--- src/rtl/stream_find_replace_assert.svh ---
// assertion macros for the stream find and replace block
// expects clk and arst_n in the scope where a macro is used
`ifndef STREAM_FIND_REPLACE_ASSERT_SVH
`define STREAM_FIND_REPLACE_ASSERT_SVH
`ifndef SYNTHESIS
`define SFR_ASSERT(lbl, cond) \
	lbl: assert property (@(posedge clk) disable iff (!arst_n) (cond)) \
		else $error("sfr assertion failed");
`define SFR_ASSERT_NEXT(lbl, pre, post) \
	lbl: assert property (@(posedge clk) disable iff (!arst_n) (pre) |=> (post)) \
		else $error("sfr assertion failed");
`else
`define SFR_ASSERT(lbl, cond)
`define SFR_ASSERT_NEXT(lbl, pre, post)
`endif
`endif

--- src/rtl/sfr_pkg.sv ---
// shared types and constants for the stream find and replace block
// no dependencies
`default_nettype none
package sfr_pkg;
	localparam int MAX_MATCH_DEF   = 8;
	localparam int MAX_REPLACE_DEF = 8;
	localparam int MAX_RES         = 8;
	localparam int LEN_W           = 4;
	localparam int TEXT_W          = 64;
	localparam int CFG_IDX_W       = 2;
	localparam int CNT_W           = $clog2(MAX_MATCH_DEF + 1);

	localparam logic [CFG_IDX_W-1:0] REG_MATCH_LEN    = 2'd0;
	localparam logic [CFG_IDX_W-1:0] REG_MATCH_TEXT   = 2'd1;
	localparam logic [CFG_IDX_W-1:0] REG_REPLACE_LEN  = 2'd2;
	localparam logic [CFG_IDX_W-1:0] REG_REPLACE_TEXT = 2'd3;

	typedef enum logic [2:0] {
		ST_IDLE,
		ST_SCAN,
		ST_REPL,
		ST_FLUSH,
		ST_END
	} sfr_state_t;

	typedef struct packed {
		logic             append;
		logic             shift;
		logic             clear;
		logic [CNT_W-1:0] app_idx;
		logic [7:0]       app_byte;
	} sfr_win_ctl_t;
endpackage
`default_nettype wire

--- src/rtl/stream_find_replace.sv ---
// top level: configuration registers, row of window cells, sequencer
// depends on sfr_pkg, sfr_cell and sfr_seq
//
// channel  direction  handshake            payload
// in       sink       in_valid/in_stall    in_byte, in_last
// out      source     out_valid/out_stall  out_byte, has_byte, out_last
// cfg      sink       cfg_wr_en            cfg_index, cfg_data
//
// one item at a time: an accept step, a step per result, a scan decision step,
// a step to close the item and one more to leave a replace or flush step
// the pace is set by the sequencer handing one byte a cycle to the output register
// while the output does not stall; output stalls hold the sequencer
// reset clears window, counts and registers
`default_nettype none
module stream_find_replace import sfr_pkg::*; #(
	parameter int MAX_MATCH   = MAX_MATCH_DEF,
	parameter int MAX_REPLACE = MAX_REPLACE_DEF
) (
	input  wire logic                 clk,
	input  wire logic                 arst_n,
	input  wire logic                 in_valid,
	output logic                      in_stall,
	input  wire logic [7:0]           in_byte,
	input  wire logic                 in_last,
	output logic                      out_valid,
	input  wire logic                 out_stall,
	output logic [7:0]                out_byte,
	output logic                      has_byte,
	output logic                      out_last,
	input  wire logic                 cfg_wr_en,
	input  wire logic [CFG_IDX_W-1:0] cfg_index,
	input  wire logic [TEXT_W-1:0]    cfg_data
);
	localparam int CW = $clog2(MAX_MATCH + 1);
	localparam int RW = $clog2(MAX_REPLACE + 1);

	logic [LEN_W-1:0]         match_len_q;
	logic [LEN_W-1:0]         replace_len_q;
	logic [MAX_MATCH*8-1:0]   match_text_q;
	logic [MAX_REPLACE*8-1:0] replace_text_q;

	logic [CW-1:0]  mlen;
	logic [RW-1:0]  rlen;
	sfr_win_ctl_t   win_ctl;
	logic [7:0]     cell_byte [MAX_MATCH];
	logic           cell_occ  [MAX_MATCH];
	logic [MAX_MATCH-1:0] cell_ok;

	always_ff @(posedge clk or negedge arst_n) begin
		if (!arst_n) begin
			match_len_q    <= '0;
			match_text_q   <= '0;
			replace_len_q  <= '0;
			replace_text_q <= '0;
		end else if (cfg_wr_en) begin
			case (cfg_index)
				REG_MATCH_LEN:    match_len_q    <= cfg_data[LEN_W-1:0];
				REG_MATCH_TEXT:   match_text_q   <= cfg_data[MAX_MATCH*8-1:0];
				REG_REPLACE_LEN:  replace_len_q  <= cfg_data[LEN_W-1:0];
				REG_REPLACE_TEXT: replace_text_q <= cfg_data[MAX_REPLACE*8-1:0];
				default: ;
			endcase
		end
	end

	// lengths saturate at the window and replacement sizes
	assign mlen = (match_len_q > LEN_W'(MAX_MATCH)) ? CW'(MAX_MATCH) : CW'(match_len_q);
	assign rlen = (replace_len_q > LEN_W'(MAX_REPLACE)) ? RW'(MAX_REPLACE)
		: RW'(replace_len_q);

	for (genvar i = 0; i < MAX_MATCH; i++) begin : g_cell
		logic [7:0] nb_byte;
		logic       nb_occ;
		if (i == MAX_MATCH - 1) begin : g_tail
			assign nb_byte = '0;
			assign nb_occ  = 1'b0;
		end else begin : g_link
			assign nb_byte = cell_byte[i+1];
			assign nb_occ  = cell_occ[i+1];
		end
		sfr_cell u_cell (
			.clk       (clk),
			.arst_n    (arst_n),
			.ctl       (win_ctl),
			.app_sel   (win_ctl.app_idx == CNT_W'(i)),
			.nb_byte   (nb_byte),
			.nb_occ    (nb_occ),
			.pat_byte  (match_text_q[i*8 +: 8]),
			.cell_byte (cell_byte[i]),
			.cell_occ  (cell_occ[i]),
			.ok        (cell_ok[i])
		);
	end

	sfr_seq #(
		.MAX_MATCH   (MAX_MATCH),
		.MAX_REPLACE (MAX_REPLACE)
	) u_seq (
		.clk       (clk),
		.arst_n    (arst_n),
		.in_valid  (in_valid),
		.in_stall  (in_stall),
		.in_byte   (in_byte),
		.in_last   (in_last),
		.out_valid (out_valid),
		.out_stall (out_stall),
		.out_byte  (out_byte),
		.has_byte  (has_byte),
		.out_last  (out_last),
		.mlen      (mlen),
		.rlen      (rlen),
		.repl_text (replace_text_q),
		.head_byte (cell_byte[0]),
		.prefix_ok (&cell_ok),
		.win_ctl   (win_ctl)
	);
endmodule
`default_nettype wire

--- src/rtl/sfr_cell.sv ---
// one window cell: a pending byte, its occupancy and its pattern compare
// depends on sfr_pkg
`default_nettype none
module sfr_cell import sfr_pkg::*; (
	input  wire logic         clk,
	input  wire logic         arst_n,
	input  wire sfr_win_ctl_t ctl,
	input  wire logic         app_sel,
	input  wire logic [7:0]   nb_byte,
	input  wire logic         nb_occ,
	input  wire logic [7:0]   pat_byte,
	output logic [7:0]        cell_byte,
	output logic              cell_occ,
	output logic              ok
);
	logic [7:0] byte_q;
	logic       occ_q;

	always_ff @(posedge clk or negedge arst_n) begin
		if (!arst_n) begin
			occ_q <= 1'b0;
		end else if (ctl.clear) begin
			occ_q <= 1'b0;
		end else if (ctl.shift) begin
			occ_q <= nb_occ;
		end else if (ctl.append && app_sel) begin
			occ_q <= 1'b1;
		end
	end

	always_ff @(posedge clk) begin
		if (ctl.shift) begin
			byte_q <= nb_byte;
		end else if (ctl.append && app_sel) begin
			byte_q <= ctl.app_byte;
		end
	end

	assign cell_byte = byte_q;
	assign cell_occ  = occ_q;
	assign ok        = !occ_q || (byte_q == pat_byte);
endmodule
`default_nettype wire

--- src/rtl/sfr_seq.sv ---
// sequencer: scan, replace and flush steps, result hold stage and output register
// depends on sfr_pkg and stream_find_replace_assert.svh
`default_nettype none
`include "stream_find_replace_assert.svh"
module sfr_seq import sfr_pkg::*; #(
	parameter int MAX_MATCH   = MAX_MATCH_DEF,
	parameter int MAX_REPLACE = MAX_REPLACE_DEF,
	localparam int CW = $clog2(MAX_MATCH + 1),
	localparam int RW = $clog2(MAX_REPLACE + 1)
) (
	input  wire logic                     clk,
	input  wire logic                     arst_n,
	input  wire logic                     in_valid,
	output logic                          in_stall,
	input  wire logic [7:0]               in_byte,
	input  wire logic                     in_last,
	output logic                          out_valid,
	input  wire logic                     out_stall,
	output logic [7:0]                    out_byte,
	output logic                          has_byte,
	output logic                          out_last,
	input  wire logic [CW-1:0]            mlen,
	input  wire logic [RW-1:0]            rlen,
	input  wire logic [MAX_REPLACE*8-1:0] repl_text,
	input  wire logic [7:0]               head_byte,
	input  wire logic                     prefix_ok,
	output sfr_win_ctl_t                  win_ctl
);
	localparam int NW = $clog2(MAX_RES + 1);

	sfr_state_t  state_q, state_d;
	logic [CW-1:0] cnt_q, cnt_d;
	logic [RW-1:0] rix_q, rix_d;
	logic [NW-1:0] nres_q;
	logic        last_q;
	logic        pend_valid_q;
	logic [7:0]  pend_byte_q;
	logic        pend_has_q;
	logic        out_valid_q;
	logic [7:0]  out_byte_q;
	logic        out_has_q;
	logic        out_last_q;

	logic        out_free, cap, take, end_push;
	logic        prod_req, prod_ok, prod_keep, out_load;
	logic [7:0]  prod_byte, repl_byte;
	logic        prod_has;

	assign out_free  = !out_valid_q || !out_stall;
	assign cap       = (nres_q == NW'(MAX_RES));
	assign prod_ok   = cap || !pend_valid_q || out_free;
	assign prod_keep = prod_req && prod_ok && !cap;
	assign out_load  = (prod_keep && pend_valid_q) || end_push;

	always_comb begin
		repl_byte = '0;
		for (int i = 0; i < MAX_REPLACE; i++) begin
			if (rix_q == RW'(i)) begin
				repl_byte = repl_text[i*8 +: 8];
			end
		end
	end

	always_comb begin
		state_d          = state_q;
		cnt_d            = cnt_q;
		rix_d            = rix_q;
		take             = 1'b0;
		end_push         = 1'b0;
		prod_req         = 1'b0;
		prod_byte        = head_byte;
		prod_has         = 1'b1;
		win_ctl          = '0;
		win_ctl.app_idx  = CNT_W'(cnt_q);
		win_ctl.app_byte = in_byte;
		case (state_q)
			ST_IDLE: begin
				if (in_valid) begin
					take           = 1'b1;
					win_ctl.append = 1'b1;
					cnt_d          = cnt_q + CW'(1);
					state_d        = ST_SCAN;
				end
			end
			ST_SCAN: begin
				if (cnt_q == '0) begin
					state_d = ST_END;
				end else if (cnt_q <= mlen && prefix_ok) begin
					if (cnt_q == mlen) begin
						win_ctl.clear = 1'b1;
						cnt_d         = '0;
						rix_d         = '0;
						state_d       = ST_REPL;
					end else begin
						state_d = last_q ? ST_FLUSH : ST_END;
					end
				end else begin
					prod_req = 1'b1;
					if (prod_ok) begin
						win_ctl.shift = 1'b1;
						cnt_d         = cnt_q - CW'(1);
					end
				end
			end
			ST_REPL: begin
				if (rix_q < rlen) begin
					prod_req  = 1'b1;
					prod_byte = repl_byte;
					if (prod_ok) begin
						rix_d = rix_q + RW'(1);
					end
				end else begin
					state_d = ST_END;
				end
			end
			ST_FLUSH: begin
				if (cnt_q != '0) begin
					prod_req = 1'b1;
					if (prod_ok) begin
						win_ctl.shift = 1'b1;
						cnt_d         = cnt_q - CW'(1);
					end
				end else begin
					state_d = ST_END;
				end
			end
			ST_END: begin
				if (pend_valid_q) begin
					if (out_free) begin
						end_push = 1'b1;
						state_d  = ST_IDLE;
					end
				end else if (last_q && nres_q == '0) begin
					// empty end marker
					prod_req  = 1'b1;
					prod_byte = '0;
					prod_has  = 1'b0;
				end else begin
					state_d = ST_IDLE;
				end
			end
			default: begin
				state_d = ST_IDLE;
			end
		endcase
	end

	always_ff @(posedge clk or negedge arst_n) begin
		if (!arst_n) begin
			state_q <= ST_IDLE;
		end else begin
			state_q <= state_d;
		end
	end

	always_ff @(posedge clk or negedge arst_n) begin
		if (!arst_n) begin
			cnt_q        <= '0;
			rix_q        <= '0;
			nres_q       <= '0;
			last_q       <= 1'b0;
			pend_valid_q <= 1'b0;
			out_valid_q  <= 1'b0;
		end else begin
			cnt_q <= cnt_d;
			rix_q <= rix_d;
			if (take) begin
				nres_q <= '0;
				last_q <= in_last;
			end else if (prod_keep) begin
				nres_q <= nres_q + NW'(1);
			end
			if (prod_keep) begin
				pend_valid_q <= 1'b1;
			end else if (end_push) begin
				pend_valid_q <= 1'b0;
			end
			if (out_load) begin
				out_valid_q <= 1'b1;
			end else if (!out_stall) begin
				out_valid_q <= 1'b0;
			end
		end
	end

	always_ff @(posedge clk) begin
		if (prod_keep) begin
			pend_byte_q <= prod_byte;
			pend_has_q  <= prod_has;
		end
		if (out_load) begin
			out_byte_q <= pend_byte_q;
			out_has_q  <= pend_has_q;
			out_last_q <= end_push && last_q;
		end
	end

	assign in_stall  = (state_q != ST_IDLE);
	assign out_valid = out_valid_q;
	assign out_byte  = out_byte_q;
	assign has_byte  = out_has_q;
	assign out_last  = out_last_q;

	`SFR_ASSERT(a_load_into_free_slot, !out_load || out_free)
	`SFR_ASSERT(a_idle_nothing_held, state_q != ST_IDLE || !pend_valid_q)
	`SFR_ASSERT(a_shift_needs_bytes, !win_ctl.shift || cnt_q != '0)
	`SFR_ASSERT_NEXT(a_final_push_ends_item, end_push, state_q == ST_IDLE)
endmodule
`default_nettype wire

--- config.mk ---
export PLATFORM = sky130hd
export DESIGN_NAME = stream_find_replace
export DESIGN_NICKNAME = d
export VERILOG_FILES = /design/src/rtl/sfr_pkg.sv /design/src/rtl/stream_find_replace.sv /design/src/rtl/sfr_cell.sv /design/src/rtl/sfr_seq.sv
export VERILOG_INCLUDE_DIRS = /design/src /design/src/rtl
export SDC_FILE = /design/constraint.sdc
export NUM_CORES = 1
export LEC_CHECK = 0
export BUFFER_PORTS_ARGS = -buffer_cell sky130_fd_sc_hd__buf_2
export CORE_ASPECT_RATIO = 0.8
export CORE_MARGIN = 2
export CORE_UTILIZATION = 53
export CTS_CLUSTER_SIZE = 10
export DETAILED_ROUTE_END_ITERATION = 12
export PLACE_DENSITY = 0.72
export SETUP_SLACK_MARGIN = 0.05
export SYNTH_ARGS = -nofsm -noshare
export SYNTH_HDL_FRONTEND = slang
export SYNTH_HIERARCHICAL = 1
export SYNTH_SLANG_ARGS = --single-unit
--- constraint.sdc ---
create_clock -name clk -period 4.9 [get_ports clk]
set_input_delay 0 -clock clk [delete_from_list [all_inputs] [get_ports clk]]
set_output_delay 0 -clock clk [all_outputs]
set_load 0.05 [all_outputs]
# Yosys cells after proc, flatten, opt, wreduce, memory -nomap -nowiden
# Cells that the tools add are included.
[op_classes] addsub=4 mul=0 n_div=0 order_cmp=4 n_eq_ne=45 n_shift=0 mux=102 n_bitwise=1 reduce_logical=73
[op_table] cell="$mux W8" n=25
[op_table] cell="$eq A8 B8 Y1" n=8
[op_table] cell="$mux W4" n=14
[op_table] cell="$mux W1" n=46
[op_table] cell="$eq A4 B3 Y1 const B" n=8
[op_table] cell="$mux W3" n=10
[op_table] cell="$reduce_bool A3 Y1" n=10
[op_table] cell="$reduce_bool A2 Y1" n=10
[op_table] cell="$eq A4 B2 Y1 const B" n=4
[op_table] cell="$pmux W8 S2" n=1
[op_table] cell="$pmux W3 S5" n=1
[op_table] cell="$logic_and A1 B1 Y1" n=14
[op_table] cell="$add A4 B1 Y4 const B" n=3
[op_table] cell="$logic_not A1 Y1" n=12
[op_table] cell="$logic_not A4 Y1" n=3
[op_table] cell="$logic_or A1 B1 Y1" n=12
[op_table] cell="$ne A2 B1 Y1 const B" n=6
[op_table] cell="$pmux W4 S3" n=1
[op_table] cell="$reduce_and A6 Y1" n=2
[op_table] cell="$eq A4 B1 Y1 const B" n=2
[op_table] cell="$gt A4 B4 Y1 const B" n=2
[op_table] cell="$ne A2 B2 Y1 const B" n=4
[op_table] cell="$pmux W4 S2" n=1
[op_table] cell="$reduce_and A2 Y1" n=4
[op_table] cell="22 further kinds" n=26
[totals] regBits=245 latchBits=0 ramBits=0 romBits=0 in_bits=80 output_inout_bits=12 n_memories=0

# Depth between registers and ports, before layout
[logic_depth] word_depth=12 depth_mapped=13 mapped_depth_nobuf=12

# Cells and area by module
# Netlist, hierarchy kept.
[modules_own_cells] mod="stream_find_replace" n_inst=1 cells_per_inst=313 area_each_um2=5197.5 seq_area_each_um2=3403.3
[modules_own_cells] mod="sfr_cell" n_inst=8 cells_per_inst=33 area_each_um2=478.0 seq_area_each_um2=265.3
[modules_own_cells] mod="sfr_seq" n_inst=1 cells_per_inst=306 area_each_um2=2701.3 seq_area_each_um2=1021.0

# Worst setup path before layout
# Ideal clock, no wire load.
[synth_timing] path_kind="reg-to-reg" start="register match_len_q[3]" end="register g_cell[0].u_cell.byte_q[0], data pin" arrival_time_ns=2.618 t_required_ns=4.640 setup_slack_ns=2.022 path_stages_with_launch=11 n_path_buf=1 synth_period_minus_slack_ns=2.878 path_cell_list="dfrtp_1 -> nor2b_1 -> inv_1 -> ha_1 -> and4_4 -> a31oi_1 -> o21a_1 -> nand2_1 -> nor2_1 -> buf_6 -> mux2_2"
[synth_rtl] item="from (decl)" line="stream_find_replace.sv:37" rtl="logic [LEN_W-1:0] match_len_q;"
[synth_rtl] item="from (signal assigned)" line="stream_find_replace.sv:57" rtl="REG_MATCH_LEN: match_len_q <= cfg_data[LEN_W-1:0];"
[synth_rtl] item="to (signal assigned)" line="sfr_cell.sv:33" rtl="byte_q <= nb_byte;"
[synth_rtl] item="to (signal assigned)" line="sfr_cell.sv:35" rtl="byte_q <= ctl.app_byte;"
[synth_rtl] item="to (decl)" line="sfr_cell.sv:16" rtl="logic [7:0] byte_q;"

==> results.py <==
metrics = {
    "placement": {
        "gp_congestion": 0.931,
        "place_inst": 1217,
        "placed_area_um2": 12300,
        "port_buffers": 91,
        "post-dp-hpwl_um": 20600,
    },
    "global_route": {
        "grt_max_degree": 74,
        "grt_pass1_wl_um": 44600,
        "grt_util_all_layers": 0.255,
        "antenna_found_initial": 0,
        "grt_overflow": 0,
        "grt_pass1_vias": 7512,
    },
    "clock_network": {
        "cts_tree": "yes",
        "cts_buffer_depth": 3,
        "clkTransAtPathRegs_ns": 0.06,
        "cts_buffers": 28,
        "post-cts-setup-buffer-count": 0,
        "cts_sinks": 245,
        "ctsHtreeMaxLevel": 1,
        "cts_resized": 0,
        "cts_root_buffer": "clkbuf_16",
        "hold_buffers": 84,
        "clk_latency_ns": 0.53,
    },
    "finish": {
        "nNetsFinal": 1151,
        "final_common_cell": "mux2_2",
        "final_cell_mix": "202 x mux2_2, 162 x dfrtp_1, 90 x buf_2",
        "syn_to_final_growth_pct": 18.9,
        "fin_cells": 1350,
        "drive_above_1_share": 0.319,
        "antenna_cells": 0,
        "final_cell_area_um2": 13900,
    },
    "min_path": {
        "hp-class": "primary input to asynchronous set/reset pin",
    },
    "timing": {
        "worst_slew_pin_slew_ns": 0.976,
        "rsz0062_at_grt": "false",
        "period_needed_ns": 3.41,
        "drv_slew": 0,
        "hold_viol": 0,
        "fmax_mhz": 293,
        "tns_ns": 0,
        "relSlewSlack": 0.349,
        "setup_viol": 0,
        "period_share": 0.697,
        "fin_skew_ns": 0.0113,
    },
    "synthesis": {
        "ys.flop_type": "dfrtp_1",
        "yosysSeqAreaShare": 0.558,
        "syn_area_um2": 11700,
        "ys_ff_latch": 245,
        "synth_edf_count": 83,
        "postSynth.asyncResetShare": 0.661,
        "syn_inst": 883,
        "synthDistinctLibCells": 58,
        "yosys_warnings": 6,
        "syn_area_per_cell_um2": 13.3,
    },
    "pwr": {
        "vdd_drop_max_mv": 0.316,
        "power_leakage_uw": 0.00564,
        "finalPower_uw": 8220,
        "power_density_nw_per_um2": 590,
    },
    "critical_path": {
        "worstRegToRegCells": 11,
        "cp.arrival_ns": 3.69,
        "cp_max_fo": 35,
        "r2r-start": "g_cell[2].u_cell/cell_byte[2]$_DFFE_PP_",
        "end_kind": "flip-flop",
        "critical_path_class": "flip-flop to flip-flop",
        "cp-start-kind": "flip-flop",
        "crit_required_ns": 5.18,
        "cp-startpoint": "g_cell[2].u_cell/cell_byte[2]$_DFFE_PP_",
    },
    "routing": {
        "num_vias": 7757,
        "routed_via_density": 5.75,
        "dr.pass1.iters": 5,
        "wl_per_cell_um": 21.6,
        "routed_wl_um": 29200,
        "drtIter0Drc": 747,
        "final_antenna_net_count": 0,
        "drcViolationCount": 0,
    },
    "floorplanning": {
        "io_pins": 92,
        "dieArea_um2": 23300,
        "die_y_um": 137,
        "die_w_um": 170,
        "fp-row-count": 48,
        "initial_core_util": 0.542,
        "core_um2": 21600,
    },
    "outcome": {
        "status": "complete, no violations",
    },
    "run": {
        "drv_cap": 0,
    },
}
worst max-delay path, cell delays in order (launching register included):
cell and delay, ns:
edfxtp_1 0.43, xnor2_1 0.15, nand4_1 0.10, o21ai_0 0.18
nand4_1 0.19, nor2_1 0.10, a31oi_1 0.22, o21a_1 0.29
nand2_1 0.15, nor2_4 0.44, buf_4 0.48, mux2_2 0.39
cell type report:
type                       count  area [um2]
sequential                   245        6550
tap                          275         344
clock buffer                  49         811
multi-input combinational    571        4770
timing repair buffer         181        1360
inverter                      29         109
fill                        1640        7680
sequential cells by signal, indices dropped and copies added, names as in the netlist, 3 cells and up:
| name | count |
|---|---|
| u_seq/pend_byte_q | 8 |
| match_text_q | 64 |
| u_seq/cnt_q | 4 |
| replace_text_q | 64 |
| u_seq/state_q | 3 |
| g_cell.u_cell/cell_byte | 64 |
| u_seq/out_byte | 8 |
| g_cell.u_cell/cell_occ | 8 |
| match_len_q | 4 |
| u_seq/nres_q | 4 |
| replace_len_q | 4 |
| u_seq/rix_q | 4 |
Yosys cell counts (9+ instances only):
| library cell | instances | area share |
|---|---|---|
| buf_4 | 10 | 0.0064 |
| xnor2_1 | 66 | 0.049 |
| nand2_1 | 17 | 0.0054 |
| nand3_1 | 13 | 0.0056 |
| buf_6 | 15 | 0.014 |
| nand4_1 | 21 | 0.011 |
| nand2b_1 | 9 | 0.0048 |
| nor2b_1 | 9 | 0.0048 |
| clkbuf_1 | 12 | 0.0038 |
| a21oi_1 | 25 | 0.011 |
| ha_1 | 15 | 0.016 |
| dfrtp_1 | 162 | 0.35 |
| buf_2 | 9 | 0.0038 |
| inv_1 | 29 | 0.0093 |
| nor2_1 | 45 | 0.014 |
| a211oi_1 | 9 | 0.0058 |
| nor3_1 | 9 | 0.0038 |
| o21ai_0 | 34 | 0.015 |
| mux2_2 | 202 | 0.19 |
| edfxtp_1 | 83 | 0.21 |
| a221oi_1 | 11 | 0.0082 |
| a21o_1 | 10 | 0.0064 |
| o21a_1 | 10 | 0.0064 |
stage by stage:
stage	utilization	worst slack (ns)	hold WS, ns
finish	0.645	1.49	0.0332
global route	0.645	1.33	0.0790
CTS	0.645	1.55	0.0349
detailed placement	0.568	1.56	-0.0706
global placement	0.568	1.60	-0.0674
floorplan	-	2.02	-0.296
logic make-up after synthesis:
logic type,count (synthesis),share of synthesized area
compound gates,129,0.0745
xor+xnor,66,0.0493
fa+ha+maj,15,0.0160
buf+inv,75,0.0378
flops,245,0.558
mux,206,0.197
other cells,1,0.000320
simple gates,146,0.0662
path summary, 6_finish.rpt:
check	endpoint	slack, ns
min in group clk	match_text_q[12]$_DFFE_PN0P_	0.25
setup reg to reg	g_cell[3].u_cell/cell_byte[2]$_DFFE_PP_	1.49
setup / recovery	g_cell[3].u_cell/cell_byte[2]$_DFFE_PP_	1.49
hold reg to reg	u_seq/out_byte[6]$_DFFE_PP_	0.42
max in group asynchronous	match_text_q[29]$_DFFE_PN0P_	3.90
hold / removal	replace_text_q[10]$_DFFE_PN0P_	0.03
per-layer routing:
metal	vias up	global-route usage	routed length (um)	share of wire
li1	3561	-	-	-
met1	3897	0.387	13700	0.47
met2	265	0.390	13000	0.44
met3	34	0.0460	1980	0.068
met4	0	0.0475	486	0.017
met5	-	0	0	0
report_power, final:
part	total [uW]	internal (uW)	switching, uW	leakage [uW]
registers	3530	2960	565	0.00268
clock network	1880	1100	775	0.000387
logic	2810	1250	1560	0.00257
No activity file was read; power rests on OpenSTA's default activity.
